File: src/hdl/sdocts_pkg.sv
package sdocts_pkg;

    localparam int CFG_W      = 16;
    localparam int CS_W       = 3;
    localparam int DATA_W     = 32;
    localparam int CFG_IDX_W  = 2;
    localparam int QUEUE_DEPTH = 2;

    localparam logic [CS_W-1:0]   ABORT_SPECIFIER    = 3'd4;
    localparam logic [DATA_W-1:0] ABORT_CODE_TIMEOUT = 32'h0504_0000;
    localparam logic [DATA_W-1:0] ABORT_CODE_BAD_CS  = 32'h0504_0001;

    localparam logic [CFG_W-1:0] REQUEST_TIMEOUT_RESET  = 16'd100;
    localparam logic [CFG_W-1:0] READ_TIMEOUT_RESET     = 16'd50;
    localparam logic [CFG_W-1:0] RETRIEVE_TIMEOUT_RESET = 16'd100;

    typedef enum logic [1:0] {
        KIND_TICK    = 2'd0,
        KIND_REQUEST = 2'd1,
        KIND_FRAME   = 2'd2,
        KIND_READ    = 2'd3
    } kind_t;

    typedef enum logic [CFG_IDX_W-1:0] {
        CFG_REQUEST_TIMEOUT  = 2'd0,
        CFG_READ_TIMEOUT     = 2'd1,
        CFG_RETRIEVE_TIMEOUT = 2'd2
    } cfg_index_t;

    typedef enum logic [2:0] {
        ST_OK          = 3'd0,
        ST_WORK        = 3'd1,
        ST_NET_TIMEOUT = 3'd2,
        ST_SRV_ABORT   = 3'd3,
        ST_CS_ERR      = 3'd4,
        ST_WRITE_ERR   = 3'd5,
        ST_BUSY        = 3'd6,
        ST_IDLE_READ   = 3'd7
    } status_t;

    typedef enum logic {
        REASON_TIMEOUT = 1'b0,
        REASON_CS      = 1'b1
    } abort_reason_t;

    // One classified word as it travels from the front to the back.
    typedef struct packed {
        kind_t             kind;
        logic [CS_W-1:0]   expected_cs;
        logic              tx_ready;
        logic [CS_W-1:0]   frame_cs;
        logic              frame_is_abort;
        logic [DATA_W-1:0] frame_data;
    } item_t;

    typedef struct packed {
        logic full;
        logic valid;
    } queue_status_t;

endpackage

File: src/hdl/sdocts_front.sv
module sdocts_front (
    input  logic                         s_valid,
    output logic                         s_ready,
    input  logic [1:0]                   s_kind,
    input  logic [2:0]                   s_expected_cs,
    input  logic                         s_tx_ready,
    input  logic [2:0]                   s_frame_cs,
    input  logic [31:0]                  s_frame_data,
    input  sdocts_pkg::queue_status_t    queue_status,
    output logic                         push,
    output sdocts_pkg::item_t            push_item
);
    import sdocts_pkg::*;

    assign s_ready = !queue_status.full;
    assign push    = s_valid && !queue_status.full;

    // The abort specifier is recognized here so the back only compares once.
    always_comb begin
        push_item.kind           = kind_t'(s_kind);
        push_item.expected_cs    = s_expected_cs;
        push_item.tx_ready       = s_tx_ready;
        push_item.frame_cs       = s_frame_cs;
        push_item.frame_is_abort = (s_frame_cs == ABORT_SPECIFIER);
        push_item.frame_data     = s_frame_data;
    end

endmodule

File: src/hdl/sdocts_queue.sv
module sdocts_queue (
    input  logic                      aclk,
    input  logic                      aresetn,
    input  logic                      push,
    input  sdocts_pkg::item_t         push_item,
    input  logic                      pop,
    output sdocts_pkg::item_t         pop_item,
    output sdocts_pkg::queue_status_t queue_status
);
    import sdocts_pkg::*;

    localparam int PTR_W = (QUEUE_DEPTH > 1) ? $clog2(QUEUE_DEPTH) : 1;
    localparam int CNT_W = $clog2(QUEUE_DEPTH + 1);
    localparam logic [PTR_W-1:0] LAST_PTR = PTR_W'(QUEUE_DEPTH - 1);
    localparam logic [CNT_W-1:0] FULL_CNT = CNT_W'(QUEUE_DEPTH);

    item_t            entry_reg [QUEUE_DEPTH];
    logic [PTR_W-1:0] wr_ptr_reg, wr_ptr_next;
    logic [PTR_W-1:0] rd_ptr_reg, rd_ptr_next;
    logic [CNT_W-1:0] count_reg, count_next;
    logic             do_push, do_pop;

    assign do_push = push && (count_reg != FULL_CNT);
    assign do_pop  = pop && (count_reg != '0);

    always_comb begin
        wr_ptr_next = wr_ptr_reg;
        rd_ptr_next = rd_ptr_reg;
        count_next  = count_reg;
        if (do_push) begin
            wr_ptr_next = (wr_ptr_reg == LAST_PTR) ? '0 : wr_ptr_reg + PTR_W'(1);
        end
        if (do_pop) begin
            rd_ptr_next = (rd_ptr_reg == LAST_PTR) ? '0 : rd_ptr_reg + PTR_W'(1);
        end
        if (do_push && !do_pop) begin
            count_next = count_reg + CNT_W'(1);
        end else if (do_pop && !do_push) begin
            count_next = count_reg - CNT_W'(1);
        end
    end

    always_ff @(posedge aclk) begin
        if (!aresetn) begin
            wr_ptr_reg <= '0;
            rd_ptr_reg <= '0;
            count_reg  <= '0;
        end else begin
            wr_ptr_reg <= wr_ptr_next;
            rd_ptr_reg <= rd_ptr_next;
            count_reg  <= count_next;
        end
    end

    always_ff @(posedge aclk) begin
        if (do_push) begin
            entry_reg[wr_ptr_reg] <= push_item;
        end
    end

    assign pop_item           = entry_reg[rd_ptr_reg];
    assign queue_status.full  = (count_reg == FULL_CNT);
    assign queue_status.valid = (count_reg != '0);

endmodule

File: src/hdl/sdocts_back.sv
module sdocts_back #(
    parameter int TIMER_WIDTH = 16
) (
    input  logic                      aclk,
    input  logic                      aresetn,
    input  sdocts_pkg::queue_status_t queue_status,
    input  sdocts_pkg::item_t         pop_item,
    output logic                      pop,
    input  logic                      cfg_valid,
    input  logic [1:0]                cfg_index,
    input  logic [15:0]               cfg_data,
    output logic                      m_valid,
    input  logic                      m_ready,
    output logic [2:0]                m_status,
    output logic [31:0]               m_abort_code,
    output logic [31:0]               m_response_data,
    output logic                      m_send_request,
    output logic                      m_send_abort,
    output logic                      m_abort_reason
);
    import sdocts_pkg::*;

    localparam logic [32:0] TimerMax = (33'd1 << TIMER_WIDTH) - 33'd1;
    localparam logic [TIMER_WIDTH-1:0] TIMER_ONE = TIMER_WIDTH'(1);

    // A zero reload counts as one tick; wide reloads saturate to the counter.
    function automatic logic [TIMER_WIDTH-1:0] load_ticks(input logic [CFG_W-1:0] v);
        logic [32:0] wide;
        wide = 33'(v);
        if (v == '0) begin
            return TIMER_ONE;
        end
        if (wide > TimerMax) begin
            return TimerMax[TIMER_WIDTH-1:0];
        end
        return wide[TIMER_WIDTH-1:0];
    endfunction

    logic [TIMER_WIDTH-1:0] req_load_reg, read_load_reg, retr_load_reg;

    logic                   busy_reg, busy_next;
    status_t                status_reg, status_next;
    logic [TIMER_WIDTH-1:0] count_reg, count_next;
    logic [CS_W-1:0]        expected_reg, expected_next;
    logic [DATA_W-1:0]      abort_code_reg, abort_code_next;
    logic [DATA_W-1:0]      data_reg, data_next;

    logic                   m_valid_reg, m_valid_next;
    status_t                m_status_reg, m_status_next;
    logic [DATA_W-1:0]      m_abort_code_reg, m_abort_code_next;
    logic [DATA_W-1:0]      m_data_reg, m_data_next;
    logic                   m_send_request_reg, m_send_request_next;
    logic                   m_send_abort_reg, m_send_abort_next;
    abort_reason_t          m_reason_reg, m_reason_next;

    logic exec;
    logic emit;

    // A word is carried out whenever the output register is free or drains now.
    assign exec = queue_status.valid && (!m_valid_reg || m_ready);
    assign pop  = exec;

    always_ff @(posedge aclk) begin
        if (!aresetn) begin
            req_load_reg  <= load_ticks(REQUEST_TIMEOUT_RESET);
            read_load_reg <= load_ticks(READ_TIMEOUT_RESET);
            retr_load_reg <= load_ticks(RETRIEVE_TIMEOUT_RESET);
        end else if (cfg_valid) begin
            unique case (cfg_index_t'(cfg_index))
                CFG_REQUEST_TIMEOUT:  req_load_reg  <= load_ticks(cfg_data);
                CFG_READ_TIMEOUT:     read_load_reg <= load_ticks(cfg_data);
                CFG_RETRIEVE_TIMEOUT: retr_load_reg <= load_ticks(cfg_data);
                default: ;
            endcase
        end
    end

    always_comb begin
        busy_next       = busy_reg;
        status_next     = status_reg;
        count_next      = count_reg;
        expected_next   = expected_reg;
        abort_code_next = abort_code_reg;
        data_next       = data_reg;

        emit                = 1'b0;
        m_status_next       = m_status_reg;
        m_abort_code_next   = m_abort_code_reg;
        m_data_next         = m_data_reg;
        m_send_request_next = m_send_request_reg;
        m_send_abort_next   = m_send_abort_reg;
        m_reason_next       = m_reason_reg;

        if (exec) begin
            m_status_next       = ST_OK;
            m_abort_code_next   = '0;
            m_data_next         = '0;
            m_send_request_next = 1'b0;
            m_send_abort_next   = 1'b0;
            m_reason_next       = REASON_TIMEOUT;

            unique case (pop_item.kind)
                KIND_TICK: begin
                    if (busy_reg) begin
                        if (count_reg > TIMER_ONE) begin
                            count_next = count_reg - TIMER_ONE;
                        end else if (status_reg == ST_WORK) begin
                            status_next       = ST_NET_TIMEOUT;
                            count_next        = read_load_reg;
                            emit              = 1'b1;
                            m_status_next     = ST_NET_TIMEOUT;
                            m_send_abort_next = 1'b1;
                        end else begin
                            busy_next       = 1'b0;
                            status_next     = ST_OK;
                            abort_code_next = '0;
                            data_next       = '0;
                            count_next      = retr_load_reg;
                        end
                    end
                end
                KIND_REQUEST: begin
                    emit = 1'b1;
                    if (busy_reg) begin
                        m_status_next = ST_BUSY;
                    end else if (!pop_item.tx_ready) begin
                        status_next     = ST_OK;
                        abort_code_next = '0;
                        data_next       = '0;
                        count_next      = retr_load_reg;
                        m_status_next   = ST_WRITE_ERR;
                    end else begin
                        busy_next           = 1'b1;
                        status_next         = ST_WORK;
                        expected_next       = pop_item.expected_cs;
                        abort_code_next     = '0;
                        data_next           = '0;
                        count_next          = req_load_reg;
                        m_status_next       = ST_WORK;
                        m_send_request_next = 1'b1;
                    end
                end
                KIND_FRAME: begin
                    if (busy_reg && status_reg == ST_WORK) begin
                        count_next = read_load_reg;
                        if (pop_item.frame_is_abort) begin
                            abort_code_next = pop_item.frame_data;
                            status_next     = ST_SRV_ABORT;
                        end else if (pop_item.frame_cs == expected_reg) begin
                            data_next   = pop_item.frame_data;
                            status_next = ST_OK;
                        end else begin
                            status_next       = ST_CS_ERR;
                            emit              = 1'b1;
                            m_status_next     = ST_CS_ERR;
                            m_send_abort_next = 1'b1;
                            m_reason_next     = REASON_CS;
                        end
                    end
                end
                KIND_READ: begin
                    emit = 1'b1;
                    if (!busy_reg) begin
                        m_status_next = ST_IDLE_READ;
                    end else if (status_reg == ST_WORK) begin
                        m_status_next = ST_WORK;
                    end else begin
                        m_status_next     = status_reg;
                        m_abort_code_next = abort_code_reg;
                        m_data_next       = data_reg;
                        busy_next         = 1'b0;
                        status_next       = ST_OK;
                        abort_code_next   = '0;
                        data_next         = '0;
                        count_next        = retr_load_reg;
                    end
                end
                default: ;
            endcase
        end

        if (exec) begin
            m_valid_next = emit;
        end else if (m_ready) begin
            m_valid_next = 1'b0;
        end else begin
            m_valid_next = m_valid_reg;
        end
    end

    always_ff @(posedge aclk) begin
        if (!aresetn) begin
            busy_reg       <= 1'b0;
            status_reg     <= ST_OK;
            count_reg      <= load_ticks(RETRIEVE_TIMEOUT_RESET);
            expected_reg   <= '0;
            abort_code_reg <= '0;
            data_reg       <= '0;
            m_valid_reg    <= 1'b0;
        end else begin
            busy_reg       <= busy_next;
            status_reg     <= status_next;
            count_reg      <= count_next;
            expected_reg   <= expected_next;
            abort_code_reg <= abort_code_next;
            data_reg       <= data_next;
            m_valid_reg    <= m_valid_next;
        end
    end

    always_ff @(posedge aclk) begin
        m_status_reg       <= m_status_next;
        m_abort_code_reg   <= m_abort_code_next;
        m_data_reg         <= m_data_next;
        m_send_request_reg <= m_send_request_next;
        m_send_abort_reg   <= m_send_abort_next;
        m_reason_reg       <= m_reason_next;
    end

    assign m_valid         = m_valid_reg;
    assign m_status        = m_status_reg;
    assign m_abort_code    = m_abort_code_reg;
    assign m_response_data = m_data_reg;
    assign m_send_request  = m_send_request_reg;
    assign m_send_abort    = m_send_abort_reg;
    assign m_abort_reason  = m_reason_reg;

endmodule

File: src/hdl/sdo_client_transaction_supervisor.sv
// Supervises one outstanding CANopen SDO client transfer. Each input word is a
// tick, a request, a received SDO frame or a client read, and yields at most
// one result word (status, server abort code, reply data and send strobes).
// The block takes one word per clock while the queue has room: a classifying
// front pushes words into a two-entry queue and the back end retires one word
// per cycle unless a result waits on m_ready. A word is queued, then popped by
// the back end, which registers its result word in an output register. While
// a result waits on m_ready the queue takes in up to two more words before
// s_ready drops. Timeouts count ticks in a TIMER_WIDTH-bit counter; a zero
// reload counts as one tick and larger reloads saturate. Configuration (index
// 0 request timeout, 1 read timeout, 2 slot reload) must be written only while
// the block is idle; the block does not enforce it. cfg_ready is always high.
module sdo_client_transaction_supervisor #(
    parameter int TIMER_WIDTH = 16
) (
    input  logic        aclk,
    input  logic        aresetn,
    input  logic        s_valid,
    output logic        s_ready,
    input  logic [1:0]  s_kind,
    input  logic [2:0]  s_expected_cs,
    input  logic        s_tx_ready,
    input  logic [2:0]  s_frame_cs,
    input  logic [31:0] s_frame_data,
    output logic        m_valid,
    input  logic        m_ready,
    output logic [2:0]  m_status,
    output logic [31:0] m_abort_code,
    output logic [31:0] m_response_data,
    output logic        m_send_request,
    output logic        m_send_abort,
    output logic        m_abort_reason,
    input  logic        cfg_valid,
    output logic        cfg_ready,
    input  logic [1:0]  cfg_index,
    input  logic [15:0] cfg_data
);
    import sdocts_pkg::*;

    queue_status_t queue_status;
    item_t         push_item;
    item_t         pop_item;
    logic          push;
    logic          pop;

    assign cfg_ready = 1'b1;

    sdocts_front u_front (
        .s_valid       (s_valid),
        .s_ready       (s_ready),
        .s_kind        (s_kind),
        .s_expected_cs (s_expected_cs),
        .s_tx_ready    (s_tx_ready),
        .s_frame_cs    (s_frame_cs),
        .s_frame_data  (s_frame_data),
        .queue_status  (queue_status),
        .push          (push),
        .push_item     (push_item)
    );

    sdocts_queue u_queue (
        .aclk         (aclk),
        .aresetn      (aresetn),
        .push         (push),
        .push_item    (push_item),
        .pop          (pop),
        .pop_item     (pop_item),
        .queue_status (queue_status)
    );

    sdocts_back #(
        .TIMER_WIDTH (TIMER_WIDTH)
    ) u_back (
        .aclk            (aclk),
        .aresetn         (aresetn),
        .queue_status    (queue_status),
        .pop_item        (pop_item),
        .pop             (pop),
        .cfg_valid       (cfg_valid),
        .cfg_index       (cfg_index),
        .cfg_data        (cfg_data),
        .m_valid         (m_valid),
        .m_ready         (m_ready),
        .m_status        (m_status),
        .m_abort_code    (m_abort_code),
        .m_response_data (m_response_data),
        .m_send_request  (m_send_request),
        .m_send_abort    (m_send_abort),
        .m_abort_reason  (m_abort_reason)
    );

endmodule
File: config.mk
export PLATFORM = sky130hd
export DESIGN_NAME = sdo_client_transaction_supervisor
export DESIGN_NICKNAME = d
export VERILOG_FILES = /design/src/hdl/sdocts_pkg.sv /design/src/hdl/sdocts_front.sv /design/src/hdl/sdocts_queue.sv /design/src/hdl/sdocts_back.sv /design/src/hdl/sdo_client_transaction_supervisor.sv
export SDC_FILE = /design/constraint.sdc
export NUM_CORES = 1
export LEC_CHECK = 0
export ABC_AREA = 1
export BUFFER_PORTS_ARGS = -buffer_cell sky130_fd_sc_hd__buf_2
export CORE_MARGIN = 1
export CORE_UTILIZATION = 38
export DETAILED_ROUTE_END_ITERATION = 16
export REMOVE_ABC_BUFFERS = 1
export SYNTH_ARGS = -nofsm -noshare
export SYNTH_HDL_FRONTEND = slang
export SYNTH_SLANG_ARGS = --single-unit
File: constraint.sdc
create_clock -name aclk -period 3.8 [get_ports aclk]
set_input_delay 0.57 -clock aclk [delete_from_list [all_inputs] [get_ports aclk]]
set_output_delay 0.57 -clock aclk [all_outputs]
set_load 0.05 [all_outputs]
==> metrics, run 1 <==
DR vias=between 9000 and 10000; number of flip-flops in the largest register=84; DIE WIDTH=183 um; Critical Path RT=4250 ps; core area=31900 sq um; fin cells=1998; slowest stage delay, CP=between 500 and 600 ps; global route hottest layer=met2; final setup vio count=0; clk_skew=15.4 ps; sequential share of power=37.6%; Antenna Violating Nets Remaining=0; min-delay worst type=in -> reg; dpl hpwl=18900 um; Post-Syn Instances=roughly 1400; Worst Path Max Fanout=32; Worst setup EP type=register; final hold violation count=0; nets=1609; Fmax=343 MHz; slew of the pin with the lowest slew margin=1020 ps; largest net degree at the start of global routing=76; Avg Inst Size Synth=8.77 sq um; remaining routing DRC violations=0; final WL=30000 um; RePlAce Congestion=0.849; crit path DAT=3370 ps; Top FF cell, synth=edfxtp_1; largest family of logic cells by synthesized area=simple AND/OR/NAND/NOR gates; cts hold-fix bufs=0; Layout Utilization=45.6%; Worst-Skew Late Latency=around 560 ps; HP Start=s_frame_data[11]; commonest non-fill, non-tap cells in the layout=275 x nor2_1, 241 x nand2_1, 163 x inv_1; global-route wire length before repair=just under 50000 um; switching share of total power=42.3%; mux contribution to synthesized area=0%; boundary pin count=137; ratio of cells with drive above 1 in the final layout=15.0%; RSZ-0062 raised after global routing=no; Synth Area in Simple Gates=19.9%; clock tree buffer depth=3; H-tree lvl count=1; commonest non-fill, non-tap cell in the layout=nor2_1; Yosys warning count=0; Worst-path clk slew=60 ps; worst reg2reg path endpoint=u_back.abort_code_reg[28]$_SDFFE_PN0P_; Leakage=between 5 and 6 nW; Power Density=just under 900 nW/um^2; worst-case reg-to-reg path depth=12; final period utilization=approximately three quarters; first drt pass iteration count=5; Max VDD drop=496 uV; CP max stage cell=inv_2; post-synthesis sequential area ratio=59.8%; CP startpoint kind=register; port buffer count=~140; min cycle time layout=2920 ps; relative slew slack=31.8%; clk sink count=around 300; Initial Util=39.1%; postcts setup bufs=0; Yosys reg bits=295; Vias/cell=4.79; Post-Synth XOR/XNOR Area=0.422%; Final Max Tran Viols=0; Yosys cell types=45; dpl cells=1939; net switching power=5.43 mW; vias in the first global route=9194; Iter 0 DRT Violations=639; DR WL/cell=15.0 um; worst hold slack=194 ps; Reg2Reg Setup Slack=880 ps; Post-CTS Resized=0; met2 GRT Util=29.7%; met3 Resource Use GR=3.24%; Die Y-Extent=about 180 um; CP Capture Point=u_back.abort_code_reg[28]$_SDFFE_PN0P_; met1 Resource Use GR=between 20% and 30%; Clock Power Share=22.7%; clock root cell=clkbuf_16; Post-Synth Adder-Cell Area=0.804%; CTS Buf Count=31; Core Rows=65; initial antenna violation count=1; critical path class=reg -> reg; Max Cap Viol=0; CTS tree=done; Combinational Power Share=between 30% and 40%; CP Cell Sequence=inv_4 > or2_2 > o21ai_0 > ha_1 > buf_4 > inv_1 > nor2_1 > nor2_4 > inv_2 > nand2_1 > inv_1 > nor2_1; Filler Cells Inserted=3147; EDFF count, synth=154; synthesis-to-finish area growth=16.7%; Pint=about 7.4 mW; Die ar.=33500 sq um; Synth Area in Compound Gates=11.1%; Async SR Flop Fraction=0%; status=complete, no violations; All-Layer GR Usage=a little under a fifth; Cell Area, Synth=12500 sq um; total gr overflow=0
[through the flow]
| stage | setup TNS (ps) | power [mW] | setup slack [ps] | area, sq um |
|---|---|---|---|---|
| 4_1_cts | 0 | 13.0 | 849 | 14500 |
| 3_5_place_dp | 0 | 10.0 | 870 | 13500 |
| 5_1_grt | 0 | 13.7 | 639 | 14500 |
| 2_1_floorplan | -4660 | 8.54 | -170 | 12100 |
| 3_3_place_gp | 0 | 9.95 | 969 | 13500 |
| 6_report | 0 | 12.8 | 883 | 14500 |
[kinds of logic (layout without fill, tap and decap cells)]
| logic type | count (synthesis) | count (layout) |
|---|---|---|
| and+or+nand+nor | 610 | 610 |
| DFF | 295 | 295 |
| AOI/OAI and AO/OA | 257 | 257 |
| buffers and inverters | 243 | 385 |
| adders and majority gates | 8 | 8 |
| xor gates and xnor gates | 6 | 6 |
| other | 1 | 2 |
[cells in the mapped netlist (all sizes together) (2+ instances only)]
master	n	area [sq um]
nand2	241	905
nand3	57	290
dfxtp	141	2820
nor4	2	12.5
nor2	279	1060
o22ai	3	18.8
clkbuf	42	158
edfxtp	154	4620
a21oi	96	492
nor3	4	20.0
a31oi	3	18.8
inv	169	637
o211ai	13	97.6
nand3b	12	103
or2	8	50.1
o21ai	133	677
a211oi	3	27.5
buf	31	190
xor2	5	43.8
ha	8	100
nand4	5	31.3
[layer usage]
layer | vias up | share of wire, %
met3 | 47 | 5.7
met1 | 4424 | 46
met5 | - | 0
met4 | 0 | 2.4
li1 | 4857 | -
met2 | 238 | 46
[power by group through the flow]
stage          combinational, mW  sequential (mW)  clock, mW
2_1_floorplan               2.43             6.11          0
3_3_place_gp                5.07             4.88          0
3_5_place_dp                5.12             4.90          0
4_1_cts                     5.15             4.84       2.98
5_1_grt                     5.66             4.93       3.12
6_report                    5.10             4.82       2.91
[final cells by class]
class                   instances  area, sq um  share of cell area (%)
clock buffers                  48          942                    6.48
repair buffers                157          843                    5.80
multi-input cells             882         4060                    27.9
clock inverters                10         56.3                   0.387
well taps                     435          544                    3.75
flip-flops and latches        295         7450                    51.3
inverters                     170          641                    4.41
diodes                          1         2.50                  0.0172
[worst max-delay path, delay by kind of cell, from the launching register on]
| family | cells | cell delay [ps] |
|---|---|---|
| AO/OA/AOI/OAI | 1 | 240 |
| adder cells (fa/ha/maj) | 1 | 280 |
| buffers and inverters | 5 | 1080 |
| flip-flops | 1 | 370 |
| AND/OR/NAND/NOR | 5 | 800 |
[how the worst min path moves through the flow]
stage,end,slack [ps],depth (start not counted)
finish,u_queue.entry_reg[0][11]$_DFFE_PP_,190,1
global route,u_queue.entry_reg[0][11]$_DFFE_PP_,180,1
CTS,u_queue.entry_reg[0][41]$_DFFE_PP_,170,1
detailed placement,register,450,1
global placement,u_queue.rd_ptr_reg$_SDFFE_PN0P_,440,1
floorplan,register,430,1
No activity file was read; power rests on OpenSTA's default activity.
==> run 2, diff against run 1 <==
==> constraint.sdc (replaced) <==
create_clock -name aclk -period 2.8 [get_ports aclk]
set_input_delay 0.42 -clock aclk [delete_from_list [all_inputs] [get_ports aclk]]
set_output_delay 0.42 -clock aclk [all_outputs]
set_load 0.05 [all_outputs]
==> run 2 against run 1 <==
Combinational power increased by 39%. Total power is 39% higher. Largest cell class unchanged. Clock-buffer cell count is the same. Sequential power up 36%. Utilization grew 0.62 points. Worst hold slack worse by 150 ps. Largest power group unchanged. Sequential cell count is the same. Sequential share of layout area fell by 0.68 points. Cell count grew 0.25%. Global-route usage down 0.24 points.
==> metrics, run 2 (synthesis gave the netlist of run 1 again) <==
status=complete, no violations (unchanged); final setup vio count=0 (unchanged); worst-case reg-to-reg path depth=12 (unchanged); Combinational Power Share=39.5% (was 39.7%); Final WS setup=203 ps (was 883 ps); DIE WIDTH=183 um (unchanged); boundary pin count=137 (unchanged); HP Start=s_frame_data[11] (unchanged); cts hold-fix bufs=0 (unchanged); FF/Latch Area=7450 sq um (unchanged); Vias/cell=4.81 (was 4.79); dpl hpwl=18700 um (was 18900 um); Reg2Reg Setup Slack=200 ps (was 880 ps); Worst Path Max Fanout=11 (was 32); min cycle time layout=2600 ps (was 2920 ps); relative slew slack=40.7% (was 31.8%); initial antenna violation count=1 (unchanged); slowest stage delay, CP=390 ps (was 520 ps); commonest non-fill, non-tap cell in the layout=nor2_1 (unchanged); Final Max Tran Viols=0 (unchanged); Filler Cells Inserted=3166 (was 3147); CTS Buf Count=31 (unchanged); Most common cell on crit path=a21oi_1; Max Cap Viol=0 (unchanged); dpl cell area=13600 sq um (was 13500 sq um); final WL=30200 um (was 30000 um); clk_skew=13.0 ps (was 15.4 ps); Leakage=6.03 nW (was 5.96 nW); final period utilization=92.7% (was 76.8%); crit-path leading delay family=buffers and inverters (unchanged); worst hold slack=47.5 ps (was 194 ps); global route hottest layer=met2 (unchanged); total gr overflow=0 (unchanged); critical path class=reg -> reg (unchanged); Clock Power Share=24.0% (was 22.7%); CP Cell Sequence=inv_4 > or2_2 > o21ai_0 > inv_1 > ha_1 > inv_1 > buf_4 > a21oi_1 > nor2_2 > clkinvlp_4 > a21oi_1 > a21oi_1 (was inv_4 > or2_2 > o21ai_0 > ha_1 > buf_4 > inv_1 > nor2_1 > nor2_4 > inv_2 > nand2_1 > inv_1 > nor2_1); All-Layer GR Usage=17.8% (was 18.0%); slew of the pin with the lowest slew margin=889 ps (was 1020 ps); Worst-Skew Late Latency=560 ps (about the same); Worst setup EP type=register (unchanged); sequential share of power=36.5% (was 37.6%); port buffer count=135 (unchanged); nets=1614 (was 1609); switching share of total power=41.7% (was 42.3%); Die Y-Extent=183 um (unchanged); area of the multi-input gates=4060 sq um (about the same); hold endpoint=u_queue.entry_reg[0][11]$_DFFE_PP_ (unchanged); met2 GRT Util=29.5% (was 29.7%); vias in the first global route=8970 (was 9194); clk sink count=295 (unchanged); ratio of cells with drive above 1 in the final layout=15.5% (was 15.0%); crit path buf inv count=5 (unchanged); core area=31900 sq um (unchanged); crit path DAT=3040 ps (was 3370 ps); Power Density=1220 nW/um^2 (was 883 nW/um^2); Core Rows=65 (unchanged); commonest non-fill, non-tap cells in the layout=274 x nor2_1, 241 x nand2_1, 162 x inv_1 (was 275 x nor2_1, 241 x nand2_1, 163 x inv_1); worst reg2reg path endpoint=u_back.count_reg[4]$_SDFFE_PN0P_ (was u_back.abort_code_reg[28]$_SDFFE_PN0P_); final hold violation count=0 (unchanged); net switching power=7.47 mW (was 5.43 mW); CP startpoint kind=register (unchanged); largest net degree at the start of global routing=118 (was 76); number of flip-flops in the largest register=84 (unchanged); DR vias=9625 (was 9566); Total Power=17.9 mW (was 12.8 mW); DR WL/cell=15.1 um (was 15.0 um); RSZ-0062 raised after global routing=yes (was no); post-route cell area=14700 sq um (was 14500 sq um); Worst-path clk slew=60 ps (about the same); Max VDD drop=801 uV (was 496 uV); Critical Path RT=3240 ps (was 4250 ps); H-tree lvl count=1 (unchanged); Initial Util=39.1% (unchanged); min-delay worst type=in -> reg (unchanged); met3 Resource Use GR=2.36% (was 3.24%); Die ar.=33500 sq um (unchanged); clock root cell=clkbuf_16 (unchanged); CP max stage cell=dfxtp_2 (was inv_2); first drt pass iteration count=5 (unchanged); clock tree buffer depth=3 (unchanged); CTS tree=done (unchanged); Fmax=385 MHz (was 343 MHz); worst hold path depth=1 (unchanged); RePlAce Congestion=0.832 (was 0.849); setup TNS=0 ps (unchanged); Iter 0 DRT Violations=637 (was 639); Antenna Violating Nets Remaining=0 (unchanged); global-route wire length before repair=47600 um (was 48200 um); met1 Resource Use GR=24.3% (was 24.4%); synthesis-to-finish area growth=18.3% (was 16.7%); Pint=10.4 mW (was 7.40 mW); remaining routing DRC violations=0 (unchanged); DP Worst Slack=230 ps (was 870 ps)
==> run 2: cell count changes in the layout (fill, tap and decap cells not counted), sizes merged <==
| cell | previous run | this run |
|---|---|---|
| clkinvlp | 0 | 4 |
| bufinv | 0 | 3 |
| inv | 171 | 170 |
| clkinv | 9 | 4 |
| buf | 157 | 161 |
==> run 2: layout make-up <==
class,count,share of cell area (%)
inverter,170,4.39
clock inverter,10,0.951
sequential,295,50.6
antenna,1,0.0170
timing repair buffer,161,6.32
clock buffer,48,6.46
multi-input combinational,882,27.5
timing repair inverter,1,0.0510
tap,435,3.70
==> run 2: power by group through the flow <==
stage / sequential [mW] / combinational [mW] / clock [mW]
3_5_place_dp: 6.64 / 7.02 / 0
6_report: 6.54 / 7.07 / 4.29
4_1_cts: 6.55 / 7.06 / 4.37
5_1_grt: 6.69 / 7.79 / 4.54
2_1_floorplan: 8.29 / 3.30 / 0
3_3_place_gp: 6.61 / 6.95 / 0
==> run 2: how the worst max path moves through the flow <==
stage,endpoint,from,slack [ps],cells past startpoint
final,u_back.count_reg[4]$_SDFFE_PN0P_,register,200,12
after global routing,u_back.status_reg[1]$_SDFFE_PN0P_,register,-10,13
after CTS,u_back.abort_code_reg[10]$_SDFFE_PN0P_,register,210,13
after detailed placement,u_back.abort_code_reg[10]$_SDFFE_PN0P_,register,230,13
after global placement,u_back.abort_code_reg[14]$_SDFFE_PN0P_,register,320,14
after floorplan,u_back.abort_code_reg[11]$_SDFFE_PN0P_,register,-1170,11
==> run 2: what timing repair did <==
action	4_1_cts	5_1_grt
setup endpoints to repair	0	34
setup buffers	0	1
resized for setup	0	7
==> run 2: routing by layer <==
metal	vias to the layer above	routed length (um)	share of wire [%]
li1	4851	-	-
met1	4507	14100	47
met4	0	621	2.1
met5	-	0	0
met2	226	14000	46
met3	41	1430	4.7
==> run 2: metrics by stage <==
step,utilization [%],instances
floorplan,-,1347
finish,46.2,2003
detailed placement,42.7,1942
global route,46.2,2003
global placement,42.7,1942
CTS,46.1,2000
